$ cat src/i488_pkg.sv
// shared types, codes and helpers for the ieee-488 device handshake
`default_nettype none
package i488_pkg;

	// line positions inside the 15-bit drive word
	localparam int unsigned LN_EOI        = 0;
	localparam int unsigned LN_DAV        = 1;
	localparam int unsigned LN_NRFD       = 2;
	localparam int unsigned LN_NDAC       = 3;
	localparam int unsigned LN_DATA_SHIFT = 7;
	localparam int unsigned LINE_W        = 15;

	// command byte fields
	localparam logic [7:0] OPC_MASK     = 8'hf0;
	localparam logic [7:0] ARG_MASK     = 8'h0f;
	localparam logic [7:0] OPC_LISTEN   = 8'h20;
	localparam logic [7:0] OPC_UNLISTEN = 8'h30;
	localparam logic [7:0] OPC_TALK     = 8'h40;
	localparam logic [7:0] OPC_UNTALK   = 8'h50;
	localparam logic [7:0] OPC_SECOND   = 8'h60;
	localparam logic [7:0] OPC_CLOSE    = 8'he0;
	localparam logic [7:0] OPC_OPEN     = 8'hf0;

	// configuration register indexes
	localparam logic REG_DEVICE_ADDRESS = 1'b0;
	localparam logic REG_FORCE_LOW_MASK = 1'b1;

	localparam logic [3:0]  DEVICE_ADDRESS_RST = 4'd8;

	// comm_mode output codes
	localparam logic [2:0] CMODE_IDLE       = 3'd0;
	localparam logic [2:0] CMODE_LISTEN     = 3'd1;
	localparam logic [2:0] CMODE_START_TALK = 3'd2;
	localparam logic [2:0] CMODE_TALK       = 3'd3;
	localparam logic [2:0] CMODE_OPENING    = 3'd4;

	typedef enum logic [8:0] {
		PH_IDLE      = 9'b000000001,
		PH_ACC_START = 9'b000000010,
		PH_ACC_READY = 9'b000000100,
		PH_ACC_AVAIL = 9'b000001000,
		PH_ACC_TAKEN = 9'b000010000,
		PH_SRC_START = 9'b000100000,
		PH_SRC_READY = 9'b001000000,
		PH_SRC_VALID = 9'b010000000,
		PH_SRC_TAKEN = 9'b100000000
	} bus_phase_t;

	typedef enum logic [4:0] {
		CM_IDLE       = 5'b00001,
		CM_LISTEN     = 5'b00010,
		CM_START_TALK = 5'b00100,
		CM_TALK       = 5'b01000,
		CM_OPENING    = 5'b10000
	} comm_phase_t;

	// channel table update requests for one transfer
	typedef struct packed {
		logic       clear_all;
		logic       open_en;
		logic       close_en;
		logic       name_inc;
		logic [3:0] chan;
	} chan_req_t;

	function automatic logic [2:0] comm_code(input comm_phase_t cm);
		logic [2:0] code;
		case (cm)
			CM_LISTEN:     code = CMODE_LISTEN;
			CM_START_TALK: code = CMODE_START_TALK;
			CM_TALK:       code = CMODE_TALK;
			CM_OPENING:    code = CMODE_OPENING;
			default:       code = CMODE_IDLE;
		endcase
		return code;
	endfunction

	// bus filename byte to ascii, zero when unmapped
	function automatic logic [6:0] to_text(input logic [7:0] c);
		logic [6:0] r;
		r = 7'd0;
		if (c >= 8'h20 && c <= 8'h5b) r = c[6:0];
		else if (c == 8'h5d) r = c[6:0];
		else if (c == 8'ha0) r = 7'h20;
		return r;
	endfunction

endpackage
`default_nettype wire

$ cat src/ieee488_device_handshake.sv
// ieee-488 device handshake: one bus sample per transfer in, one result per transfer out
// the result of a sample is registered and shown in the cycle after its transfer is taken
// throughput: one sample per cycle; the bus state machine updates once per sample
// a waiting result holds off input; a new sample goes in on the edge that drains it
// reset (arst_n low): bus and comm phases idle, all lines released, channels closed,
// device_address 8, force_low_mask 0
`default_nettype none
module ieee488_device_handshake import i488_pkg::*; #(
	parameter int NUM_CHANNELS = 16,
	parameter int NAME_MAX     = 16
) (
	input  wire logic        clk,
	input  wire logic        arst_n,
	input  wire logic        cfg_we,
	input  wire logic        cfg_index,
	input  wire logic [14:0] cfg_data,
	input  wire logic        in_valid,
	output      logic        in_ready,
	input  wire logic        ifc_asserted,
	input  wire logic        atn_asserted,
	input  wire logic        dav_asserted,
	input  wire logic        nrfd_asserted,
	input  wire logic        ndac_asserted,
	input  wire logic [7:0]  bus_byte,
	input  wire logic [7:0]  source_byte,
	input  wire logic        source_has_byte,
	input  wire logic        source_is_last,
	output      logic        out_valid,
	input  wire logic        out_ready,
	output      logic [6:0]  drive_control,
	output      logic [7:0]  drive_data,
	output      logic [6:0]  name_char,
	output      logic        name_char_valid,
	output      logic [3:0]  name_position,
	output      logic [3:0]  channel_now,
	output      logic        load_request,
	output      logic        source_advance,
	output      logic [2:0]  comm_mode
);

	localparam int LW = $clog2(NAME_MAX + 1);

	logic [3:0]        dev_addr_q;
	logic [14:0]       force_q;

	bus_phase_t        phase_q, phase_d, phase_eff;
	comm_phase_t       comm_q, comm_d;
	logic [3:0]        chan_q, chan_d;
	logic              prev_atn_q, prev_ifc_q;
	logic [LINE_W-1:0] line_q, line_d;
	logic              sent_last_q, sent_last_d;

	logic              accept;
	logic              atn_rise, ifc_rise;
	logic              chan_in_range, arg_in_range;
	logic [7:0]        opc;
	logic [3:0]        arg;
	logic [LW-1:0]     fname_cnt;
	chan_req_t         req;
	logic [14:0]       all_drive;

	logic [6:0]        nchar_d;
	logic              nvalid_d;
	logic [3:0]        npos_d;
	logic              load_d, adv_d;

	assign accept   = in_valid && in_ready;
	assign in_ready = !out_valid || out_ready;

	assign atn_rise      = atn_asserted && !prev_atn_q;
	assign ifc_rise      = ifc_asserted && !prev_ifc_q;
	assign opc           = bus_byte & OPC_MASK;
	assign arg           = 4'(bus_byte & ARG_MASK);
	assign chan_in_range = {1'b0, chan_q} < 5'(NUM_CHANNELS);
	assign arg_in_range  = {1'b0, arg} < 5'(NUM_CHANNELS);
	assign phase_eff     = atn_rise ? PH_ACC_START : phase_q;

	i488_chan #(
		.NUM_CHANNELS(NUM_CHANNELS),
		.NAME_MAX    (NAME_MAX)
	) u_chan (
		.clk         (clk),
		.arst_n      (arst_n),
		.upd         (accept),
		.req         (req),
		.rd_chan     (chan_q),
		.rd_fname_cnt(fname_cnt)
	);

	always_comb begin
		phase_d     = phase_q;
		comm_d      = comm_q;
		chan_d      = chan_q;
		line_d      = line_q;
		sent_last_d = sent_last_q;
		req         = '0;
		req.chan    = chan_q;
		nchar_d     = 7'd0;
		nvalid_d    = 1'b0;
		npos_d      = 4'd0;
		load_d      = 1'b0;
		adv_d       = 1'b0;

		if (ifc_rise) begin
			phase_d       = PH_IDLE;
			comm_d        = CM_IDLE;
			chan_d        = 4'd0;
			line_d        = '0;
			sent_last_d   = 1'b0;
			req.clear_all = 1'b1;
		end else begin
			case (phase_eff)
				PH_ACC_START: begin
					line_d[LN_NRFD] = 1'b1;
					line_d[LN_NDAC] = 1'b1;
					phase_d = PH_ACC_READY;
				end
				PH_ACC_READY: begin
					line_d[LN_NRFD] = 1'b0;
					if (dav_asserted) phase_d = PH_ACC_AVAIL;
				end
				PH_ACC_AVAIL: begin
					line_d[LN_NRFD] = 1'b1;
					if (atn_asserted) begin
						case (opc)
							OPC_LISTEN: begin
								if (arg == dev_addr_q) comm_d = CM_LISTEN;
							end
							OPC_UNLISTEN, OPC_UNTALK: begin
								comm_d = CM_IDLE;
							end
							OPC_TALK: begin
								if (arg == dev_addr_q) comm_d = CM_START_TALK;
							end
							OPC_SECOND: begin
								if (comm_q == CM_LISTEN) begin
									chan_d = arg;
								end else if (comm_q == CM_START_TALK) begin
									chan_d = arg;
									load_d = 1'b1;
									comm_d = CM_TALK;
								end
							end
							OPC_CLOSE: begin
								if (comm_q == CM_LISTEN && chan_in_range) req.close_en = 1'b1;
							end
							OPC_OPEN: begin
								if (comm_q == CM_LISTEN) begin
									chan_d      = arg;
									comm_d      = CM_OPENING;
									req.chan    = arg;
									req.open_en = arg_in_range;
								end
							end
							default: begin
								// unknown commands are ignored
							end
						endcase
					end else if (comm_q == CM_OPENING && chan_in_range) begin
						if (fname_cnt < LW'(NAME_MAX)) begin
							nchar_d      = to_text(bus_byte);
							nvalid_d     = 1'b1;
							npos_d       = 4'(fname_cnt);
							req.name_inc = 1'b1;
						end
					end
					line_d[LN_NDAC] = 1'b0;
					phase_d = PH_ACC_TAKEN;
				end
				PH_ACC_TAKEN: begin
					if (!dav_asserted) begin
						line_d[LN_NDAC] = 1'b1;
						if (comm_q == CM_TALK) phase_d = PH_SRC_START;
						else if (comm_q != CM_IDLE) phase_d = PH_ACC_READY;
						else phase_d = PH_IDLE;
					end
				end
				PH_SRC_START: begin
					line_d[LN_DAV]  = 1'b0;
					line_d[LN_NRFD] = 1'b0;
					line_d[LN_NDAC] = 1'b0;
					if (atn_asserted) phase_d = PH_SRC_START;
					else if (!nrfd_asserted && !ndac_asserted) phase_d = PH_IDLE;
					else phase_d = PH_SRC_READY;
				end
				PH_SRC_READY: begin
					if (!source_has_byte) begin
						phase_d = PH_IDLE;
						comm_d  = CM_IDLE;
					end else begin
						line_d[LINE_W-1:LN_DATA_SHIFT] = source_byte;
						if (source_is_last) begin
							line_d[LN_EOI] = 1'b1;
							sent_last_d    = 1'b1;
						end
						if (!nrfd_asserted) phase_d = PH_SRC_VALID;
					end
				end
				PH_SRC_VALID: begin
					line_d[LN_DAV] = 1'b1;
					if (!ndac_asserted) phase_d = PH_SRC_TAKEN;
				end
				PH_SRC_TAKEN: begin
					line_d[LN_DAV] = 1'b0;
					line_d[LN_EOI] = 1'b0;
					line_d[LINE_W-1:LN_DATA_SHIFT] = 8'd0;
					adv_d = 1'b1;
					if (sent_last_q) begin
						phase_d = PH_IDLE;
						comm_d  = CM_IDLE;
					end else begin
						phase_d = PH_SRC_READY;
					end
					sent_last_d = 1'b0;
				end
				default: begin
					// idle and any stray code
					phase_d = PH_IDLE;
					line_d[LN_NRFD] = 1'b0;
					line_d[LN_NDAC] = 1'b0;
				end
			endcase
		end
	end

	assign all_drive = line_d | force_q;

	always_ff @(posedge clk or negedge arst_n) begin
		if (!arst_n) begin
			dev_addr_q <= DEVICE_ADDRESS_RST;
			force_q    <= '0;
		end else if (cfg_we) begin
			case (cfg_index)
				REG_DEVICE_ADDRESS: dev_addr_q <= cfg_data[3:0];
				REG_FORCE_LOW_MASK: force_q    <= cfg_data;
				default: ;
			endcase
		end
	end

	always_ff @(posedge clk or negedge arst_n) begin
		if (!arst_n) begin
			phase_q     <= PH_IDLE;
			comm_q      <= CM_IDLE;
			chan_q      <= 4'd0;
			prev_atn_q  <= 1'b0;
			prev_ifc_q  <= 1'b0;
			line_q      <= '0;
			sent_last_q <= 1'b0;
		end else if (accept) begin
			phase_q     <= phase_d;
			comm_q      <= comm_d;
			chan_q      <= chan_d;
			prev_atn_q  <= atn_asserted;
			prev_ifc_q  <= ifc_asserted;
			line_q      <= line_d;
			sent_last_q <= sent_last_d;
		end
	end

	// result register, refilled on the same edge it is drained
	always_ff @(posedge clk or negedge arst_n) begin
		if (!arst_n) begin
			out_valid <= 1'b0;
		end else if (accept) begin
			out_valid <= 1'b1;
		end else if (out_ready) begin
			out_valid <= 1'b0;
		end
	end

	always_ff @(posedge clk) begin
		if (accept) begin
			drive_control   <= all_drive[6:0];
			drive_data      <= all_drive[14:7];
			name_char       <= nchar_d;
			name_char_valid <= nvalid_d;
			name_position   <= npos_d;
			channel_now     <= chan_d;
			load_request    <= load_d;
			source_advance  <= adv_d;
			comm_mode       <= comm_code(comm_d);
		end
	end

`ifndef SYNTH
	a_load_in_talk: assert property (@(posedge clk) disable iff (!arst_n)
		out_valid && load_request |-> comm_mode == CMODE_TALK)
		else $error("load request outside talk mode");

	a_name_in_opening: assert property (@(posedge clk) disable iff (!arst_n)
		out_valid && name_char_valid |-> comm_mode == CMODE_OPENING)
		else $error("filename character outside opening mode");

	a_advance_clears_data: assert property (@(posedge clk) disable iff (!arst_n)
		out_valid && source_advance |-> drive_data == force_q[14:7])
		else $error("data lines still driven after sent byte accepted");

	a_ifc_clears: assert property (@(posedge clk) disable iff (!arst_n)
		accept && ifc_rise |=> phase_q == PH_IDLE && comm_q == CM_IDLE && line_q == '0)
		else $error("interface clear did not reset the bus state");
`endif

endmodule
`default_nettype wire

$ cat src/i488_chan.sv
// per-channel open flags and filename lengths
`default_nettype none
module i488_chan import i488_pkg::*; #(
	parameter int NUM_CHANNELS = 16,
	parameter int NAME_MAX     = 16
) (
	input  wire logic                              clk,
	input  wire logic                              arst_n,
	input  wire logic                              upd,
	input  wire chan_req_t                         req,
	input  wire logic [3:0]                        rd_chan,
	output      logic [$clog2(NAME_MAX + 1) - 1:0] rd_fname_cnt
);

	localparam int CW = (NUM_CHANNELS > 1) ? $clog2(NUM_CHANNELS) : 1;
	localparam int LW = $clog2(NAME_MAX + 1);

	logic [NUM_CHANNELS-1:0] open_q;
	logic [LW-1:0]           fname_cnt_q [NUM_CHANNELS];
	logic [CW-1:0]           widx;
	logic [CW-1:0]           ridx;

	assign widx         = req.chan[CW-1:0];
	assign ridx         = rd_chan[CW-1:0];
	assign rd_fname_cnt = fname_cnt_q[ridx];

	always_ff @(posedge clk or negedge arst_n) begin
		if (!arst_n) begin
			open_q <= '0;
			for (int i = 0; i < NUM_CHANNELS; i++) fname_cnt_q[i] <= '0;
		end else if (upd) begin
			if (req.clear_all) begin
				open_q <= '0;
				for (int i = 0; i < NUM_CHANNELS; i++) fname_cnt_q[i] <= '0;
			end else if (req.open_en) begin
				open_q[widx]      <= 1'b1;
				fname_cnt_q[widx] <= '0;
			end else if (req.close_en) begin
				open_q[widx] <= 1'b0;
			end else if (req.name_inc) begin
				fname_cnt_q[widx] <= fname_cnt_q[widx] + 1'b1;
			end
		end
	end

`ifndef SYNTH
	// name bytes are only taken on a channel that an open made live
	a_name_on_open: assert property (@(posedge clk) disable iff (!arst_n)
		upd && req.name_inc |-> open_q[widx])
		else $error("name byte stored on a closed channel");

	a_clear_all: assert property (@(posedge clk) disable iff (!arst_n)
		upd && req.clear_all |=> open_q == '0)
		else $error("interface clear left a channel open");

	a_open_resets_len: assert property (@(posedge clk) disable iff (!arst_n)
		upd && req.open_en && !req.clear_all |=> fname_cnt_q[$past(widx)] == '0)
		else $error("open did not restart the filename");
`endif

endmodule
`default_nettype wire
$ cat config.mk
export PLATFORM = sky130hd
export DESIGN_NAME = ieee488_device_handshake
export DESIGN_NICKNAME = d
export VERILOG_FILES = /design/src/i488_pkg.sv /design/src/ieee488_device_handshake.sv /design/src/i488_chan.sv
export SDC_FILE = /design/constraint.sdc
export NUM_CORES = 1
export LEC_CHECK = 0
export BUFFER_PORTS_ARGS = -buffer_cell sky130_fd_sc_hd__clkbuf_2
export CORE_UTILIZATION = 28
export CTS_CLUSTER_DIAMETER = 50
export CTS_CLUSTER_SIZE = 8
export DETAILED_ROUTE_END_ITERATION = 10
export SYNTH_ARGS = -nofsm -noshare
export SYNTH_HDL_FRONTEND = slang
export SYNTH_SLANG_ARGS = --single-unit
$ cat constraint.sdc
create_clock -name clk -period 5.05 [get_ports clk]
set_input_delay 0.7575 -clock clk [delete_from_list [all_inputs] [get_ports clk]]
set_output_delay 0.7575 -clock clk [all_outputs]
set_load 0.005 [all_outputs]
-- Word level (Yosys, flattened, before mapping)
Index checks and enable logic that the tools add are counted.
- bits in registers: 172
- bits of input ports: 44
- logic and storage cells: 195
- $add $sub $neg: 1
- magnitude comparators: 6
- eq/ne operators: 34
- muxes and demuxes: 80
- bitwise logic cells: 11
- reduce and logical (&&, ||, !) cells: 28
- operators with widths (operator ; number):
    $mux 80 ; 4
    $and 80x80->80 ; 1
    $bwmux 80 ; 1
    $not 80->80 ; 1
    $mux 9 ; 8
    $pmux 9 s8 ; 1
    $mux 5 ; 14
    $mux 7 ; 6
    $bmux 5 s4 ; 2
    $mux 4 ; 9
    $pmux 5 s5 ; 1
    $demux 5 s4 ; 1
    $mux 1 ; 17
    $mux 8 ; 2
    $pmux 8 s2 ; 1
    $ne 3x3->1 const B ; 5
    $or 15x15->15 ; 1
    $pmux 5 s3 ; 1
    $eq 4x3->1 const B ; 3
    $mux 6 ; 2
    $pmux 3 s4 ; 1
    $eq 5x2->1 const B ; 2
    $eq 5x3->1 const B ; 2
    $eq 5x4->1 const B ; 2
    other kinds (42) ; 72

-- Logic depth before layout (Yosys ltp)
- depth in word-level cells: 20
- mapped depth: 16
- mapped depth without buffers: 11

-- Modules after synthesis
From an unflattened synthesis, not the netlist that was laid out.
- cells, all modules: 904
- area total of the unflattened synthesis: 9878.2 um2
- modules (own cells, without submodules) (module ; times used ; cells each ; area each (um2) ; sequential area each (um2)):
    i488_chan ; 1 ; 502 ; 5398.9 ; 2001.9
    ieee488_device_handshake ; 1 ; 402 ; 4479.3 ; 2461.1

-- Worst setup path after synthesis
Ideal clock, no wire load.
- path type: input -> register
- from: in atn_asserted
- to: reg u_chan.fname_cnt_q[61] (netlist name)
- setup time: 0.121 ns
- data arrival time: 3.644 ns
- required time: 4.929 ns
- setup slack: 1.285 ns
- stages: 15
- cells stage by stage: nor2b_1 > or4_1 > buf_2 > o31ai_4 > o21a_1 > buf_6 > nor2_2 > a222oi_1 > nand4_2 > inv_2 > ha_1 > and2_1 > clkbuf_1 > buf_2 > a22o_1
- word-level cells in the longest chain between the ends: 15
- elaborated cells between the ends (all ways): 28
- those cells by class: 1 x add/sub; 2 x order compare; 2 x eq/ne; 16 x mux; 3 x bitwise; 4 x reduce/logical
- RTL lines (what ; line ; source):
    start: declaration ; ieee488_device_handshake.sv:20 ; input wire logic atn_asserted,
    $logic_and 1x1->1 ; ieee488_device_handshake.sv:70 ; assign atn_rise = atn_asserted && !prev_atn_q;
    $mux 9 ; ieee488_device_handshake.sv:76 ; assign phase_eff = atn_rise ? PH_ACC_START : phase_q;
    $eq 9x4->1 ; ieee488_device_handshake.sv:112 ; case (phase_eff)
    $mux 7 (*) ; ieee488_device_handshake.sv:112 ;
    $mux 7 (*) ; ieee488_device_handshake.sv:104 ; if (ifc_rise) begin
    $not 4->5 (implied by the code) ; i488_chan.sv:37, i488_chan.sv:41 ;
    $bmux 5 s4, or another cell as far along ; i488_chan.sv:41 ; fname_cnt_q[widx] <= fname_cnt_q[widx] + 1'b1;
    $mux 5 (implied by the code) / $logic_and 1x1->1 (equally long branches) ; i488_chan.sv:41, i488_chan.sv:37 ;
    $mux 5, on equally long branches ; i488_chan.sv:41, i488_chan.sv:37 ;
    $add 5x1->5 / $demux 5 s4 (equally long branches) ; i488_chan.sv:41, i488_chan.sv:37 ;
    $bwmux 80 ; i488_chan.sv:41 ;
    $mux 80 ; i488_chan.sv:40 ; end else if (req.name_inc) begin
    $mux 80 ; i488_chan.sv:38 ; end else if (req.close_en) begin
    $mux 80 ; i488_chan.sv:35 ; end else if (req.open_en) begin
    $mux 80 ; i488_chan.sv:32 ; if (req.clear_all) begin
    end signal: indexed assignment ; i488_chan.sv:41 ;
    end: declaration ; i488_chan.sv:19 ; logic [LW-1:0] fname_cnt_q [NUM_CHANNELS];
Mark *: on every way between the ends. The rest lies on a longest branch, timed or not. The select of a mux whose other input is x is not followed.
A chain may end at the register's enable or synchronous reset.

-- Final worst setup path
- from: reg comm_q[4]
- to: reg u_chan.fname_cnt_q[31] (netlist name)
- word-level cells in the longest chain between the ends: 16
- elaborated cells between the ends (all ways): 33
- those cells by class: 1 x add/sub; 2 x order compare; 3 x eq/ne; 21 x mux; 3 x bitwise; 3 x reduce/logical
- RTL lines (what ; line ; source):
    start: declaration ; ieee488_device_handshake.sv:47 ; comm_phase_t comm_q, comm_d;
    start signal: assignment ; ieee488_device_handshake.sv:252 ; comm_q <= comm_d;
    $eq 5x2->1 ; ieee488_device_handshake.sv:145, ieee488_device_handshake.sv:148 ;
    $mux 4 ; ieee488_device_handshake.sv:148 ; if (comm_q == CM_LISTEN) begin
    $mux 4 ; ieee488_device_handshake.sv:125 ; case (opc)
    $mux 4 ; ieee488_device_handshake.sv:124 ; if (atn_asserted) begin
    $mux 7 (*) ; ieee488_device_handshake.sv:112 ;
    $mux 7 (*) ; ieee488_device_handshake.sv:104 ;
    $not 4->5 (implied by the code) ; i488_chan.sv:37, i488_chan.sv:41 ;
    $bmux 5 s4, or another cell as far along ; i488_chan.sv:41 ;
    $mux 5 (implied by the code) / $logic_and 1x1->1 (equally long branches) ; i488_chan.sv:41, i488_chan.sv:37 ;
    $mux 5, on equally long branches ; i488_chan.sv:41, i488_chan.sv:37 ;
    $add 5x1->5 / $demux 5 s4 (equally long branches) ; i488_chan.sv:41, i488_chan.sv:37 ;
    $bwmux 80 ; i488_chan.sv:41 ;
    $mux 80 ; i488_chan.sv:40 ;
    $mux 80 ; i488_chan.sv:38 ;
    $mux 80 ; i488_chan.sv:35 ;
    $mux 80 ; i488_chan.sv:32 ;
Marks and branches as above.

==> impl_metrics.yaml <==
timing:
  fin_ws_ns: 0.810
  slew_viol_final: 0
  max_freq_mhz: 236
  worstMarginPinSlew_ns: 1.42
  fin_worst_skew_ns: 0.0148
  setup_viol: 0
  rsz0062_at_grt: "no"
  finalHoldViolCount: 0
  setup_tns_ns: 0
  hold_ws_ns: 0.405
  fin_crit_sh_pct: 84.0
  period_needed_ns: 4.24
  slew_headroom_pct: 4.59
floorplan:
  rows: 66
  ios: 82
  die_y_um: 185
  start_util_pct: 28.5
  die_width_um: 185
  core_sq_mm: 0.0327
  dieArea_sq_mm: 0.0341
yosys:
  yosys.area_share.simple_pct: 17.7
  ys_seq_elements: 171
  synth_warnings: 0
  synth_xor_area_share_pct: 0.925
  synth_mux_area_share_pct: 9.71
  syn_nets: 950
  synth-compound-area-share_pct: 20.2
  synth.yosys.seq_area_share_pct: 47.8
  syn_avg_cell_area_sq_um: 10.3
  synth_top_family_by_area: "compound AO/OA/AOI/OAI gates"
  synth_ff_type: "dfrtp_1"
  ys_top_cells_by_count: "dfrtp_1 (132), nand2_1 (126), o21ai_0 (64), nor2_1 (60), clkbuf_1 (38)"
  synth_top_area_share_pct: 35.4
  synth_area_sq_mm: 0.00933
  yosys.area.top_type: "dfrtp_1"
  yosys.cell_count.top_type: "dfrtp_1"
  synth_area_leaders: "dfrtp_1 (35%), edfxtp_1 (12%), mux4_2 (6.0%), nand2_1 (5.1%), o21ai_0 (3.4%)"
  synth_fa_ha_area_share_pct: 0.134
  synth_edf_count: 36
  ys_types: 82
  synthCells: 905
  async_reset_ff_share_pct: 78.9
worst_setup_path:
  crit_slowest_cell: "nor4_1"
  cp_cell_sequence: "nor4b_2 > nand2_1 > nor4_1 > nor2_2 > o22ai_1 > o21ai_0 > nand4_1 > inv_1 > ha_1 > and2_1 > a22o_1"
  crit_path_start: "comm_q[4]"
  cp-start-kind: "register"
  critical_path.endpoint_type: "register"
  max_stage_delay_ns: 0.67
  r2r-end: "u_chan.fname_cnt_q[31]"
  worst_ep_arrival_time_ns: 4.62
  r2r_cells: 11
  crit_cells: 11
  crit_end: "u_chan.fname_cnt_q[31]"
  cp_max_fo: 18
  timing.rr.start: "comm_q[4]"
  critPathRequiredTime_ns: 5.43
  crit_type: "reg2reg"
  path_buf_inv: 1
  reg2reg_slack_ns: 0.81
  crit_family: "simple AND/OR/NAND/NOR gates"
power:
  ir_drop_mv: 0.231
  power.leakage_uw: 0.00436
  p_per_area_mw_per_mm2: 321
placement:
  dp_slack_ns: 0.565
  place.gp.congestion: 0.981
  dpl.hpwl_um: 21900
  port_buffers: 81
clock_tree:
  cts_max_path_buffers: 2
  postCtsResizedCells: 0
  cts_tree: "built"
  clk_latency_ns: 0.44
  root_buffer: "clkbuf_16"
  post_cts_buffers: 0
  cts_buffers: 17
  htree_levels: 4
  clkTransAtPathRegs_ns: 0.08
  holdBufCountCts: 0
  cts_sinks: 171
route:
  wl_met3_um: 1730
  firstDrtPassIters: 6
  first_iter_violations: 811
  drtAntennaViolNets: 0
  wl_met2_um: 14800
  wl_um: 31200
  highest_layer: "met4"
  met1_length_um: 13500
  wire_per_inst_um: 21.6
  vias_per_cell: 5.60
  drc: 0
  via_count: 8061
grt:
  grt_max_degree: 96
  grt_pass1_wl_um: 48200
  overflow: 0
  grtUsageTotal_pct: 18.7
  grt_pass1_vias: 7961
  grt_antenna_before_repair: 0
final_layout:
  drive_above_1_share_pct: 22.9
  n_antenna_cell: 0
  nets: 1030
  area_growth_pct: 17.3
job:
  drv_cap: 0
outcome:
  outcome: "finished, final reports clean"
min_path:
  hold_class: "in2async"
==> worst min path at each step <==
stage	start	to	slack (ns)	depth (start not counted)
final	arst_n	u_chan.fname_cnt_q[13]	0.41	1
after floorplan	line_q[2]	line_q[2]	0.44	2
after detailed placement	u_chan.fname_cnt_q[24]	u_chan.fname_cnt_q[24]	0.47	2
after global routing	arst_n	u_chan.fname_cnt_q[13]	0.48	1
after CTS	arst_n	u_chan.fname_cnt_q[13]	0.45	1
after global placement	u_chan.fname_cnt_q[64]	u_chan.fname_cnt_q[64]	0.46	2
==> flip-flops by register name, summed over array words and instances, names as in the netlist <==
| register | cells |
|---|---|
| force_q | 15 |
| name_char | 7 |
| drive_data | 8 |
| name_position | 4 |
| load_request | 1 |
| phase_q | 8 |
| line_q | 15 |
| chan_q | 4 |
| drive_control | 7 |
| out_valid | 1 |
| prev_ifc_q | 1 |
| comm_q | 5 |
| dev_addr_q | 4 |
| sent_last_q | 1 |
| name_char_valid | 1 |
| channel_now | 4 |
| u_chan.fname_cnt_q | 80 |
| prev_atn_q | 1 |
| source_advance | 1 |
| comm_mode | 3 |
==> cells by family (layout without fill, tap and decap cells) <==
| family | after synthesis | in the layout |
|---|---|---|
| AOI/OAI and AO/OA | 266 | 266 |
| xor gates and xnor gates | 9 | 9 |
| adders and majority gates | 1 | 1 |
| buffers and inverters | 74 | 167 |
| DFF | 171 | 171 |
| muxes | 56 | 56 |
| and+or+nand+nor | 328 | 328 |
==> layer usage <==
metal  vias up  global-route usage, %
met5         -                      0
met4         0                   8.13
met3        61                   3.40
met2       311                   30.6
met1      4109                   24.2
li1       3580                      -
==> stage by stage <==
stage / util [%] / total power (uW) / cells / instance area [sq um]
after floorplan: - / 1910 / 905 / 9330
after global placement: 31.6 / 2140 / 1408 / 10300
after detailed placement: 31.6 / 2140 / 1408 / 10300
after CTS: 33.5 / 3540 / 1440 / 10900
after global routing: 33.5 / 3650 / 1440 / 10900
final: 33.5 / 3520 / 1440 / 10900
==> placed cells by master, fill, tap and decap left out, types with 6 or more instances in the layout <==
cell type  instances
a21oi_1           21
o21ai_1           15
mux2_2            26
a22o_1            35
o311ai_1           9
a32o_1             8
nand2_1          126
nand4_1           11
nand3_1           12
mux4_2            25
dfrtp_1          132
nor2_1            60
and2_1            20
clkbuf_16         18
nor2b_1            6
nor4b_1            6
buf_4             40
nor4_1             9
inv_1             11
nor3_1            11
o311ai_0           6
clkbuf_2          80
a221o_1            8
o211ai_1          17
a21o_1             6
o21ai_0           64
xor2_1             6
nand2b_1          24
and3_1            11
edfxtp_1          36
o22ai_1           21
==> area by class of cell <==
type,count,area (sq um)
clock buffers,20,478
clock inverters,12,140
fillers,3365,21800
inverters,14,52.6
multi-input cells,660,4540
flip-flops and latches,171,4460
well taps,442,553
repair buffers,121,712
==> power breakdown <==
part	internal, uW	switching [uW]	total [uW]
Sequential	1490	50.1	1540
Clock	762	636	1400
Combinational	215	368	583
Total	2460	1050	3520
Note: power is estimated with default switching activity, not from simulation.
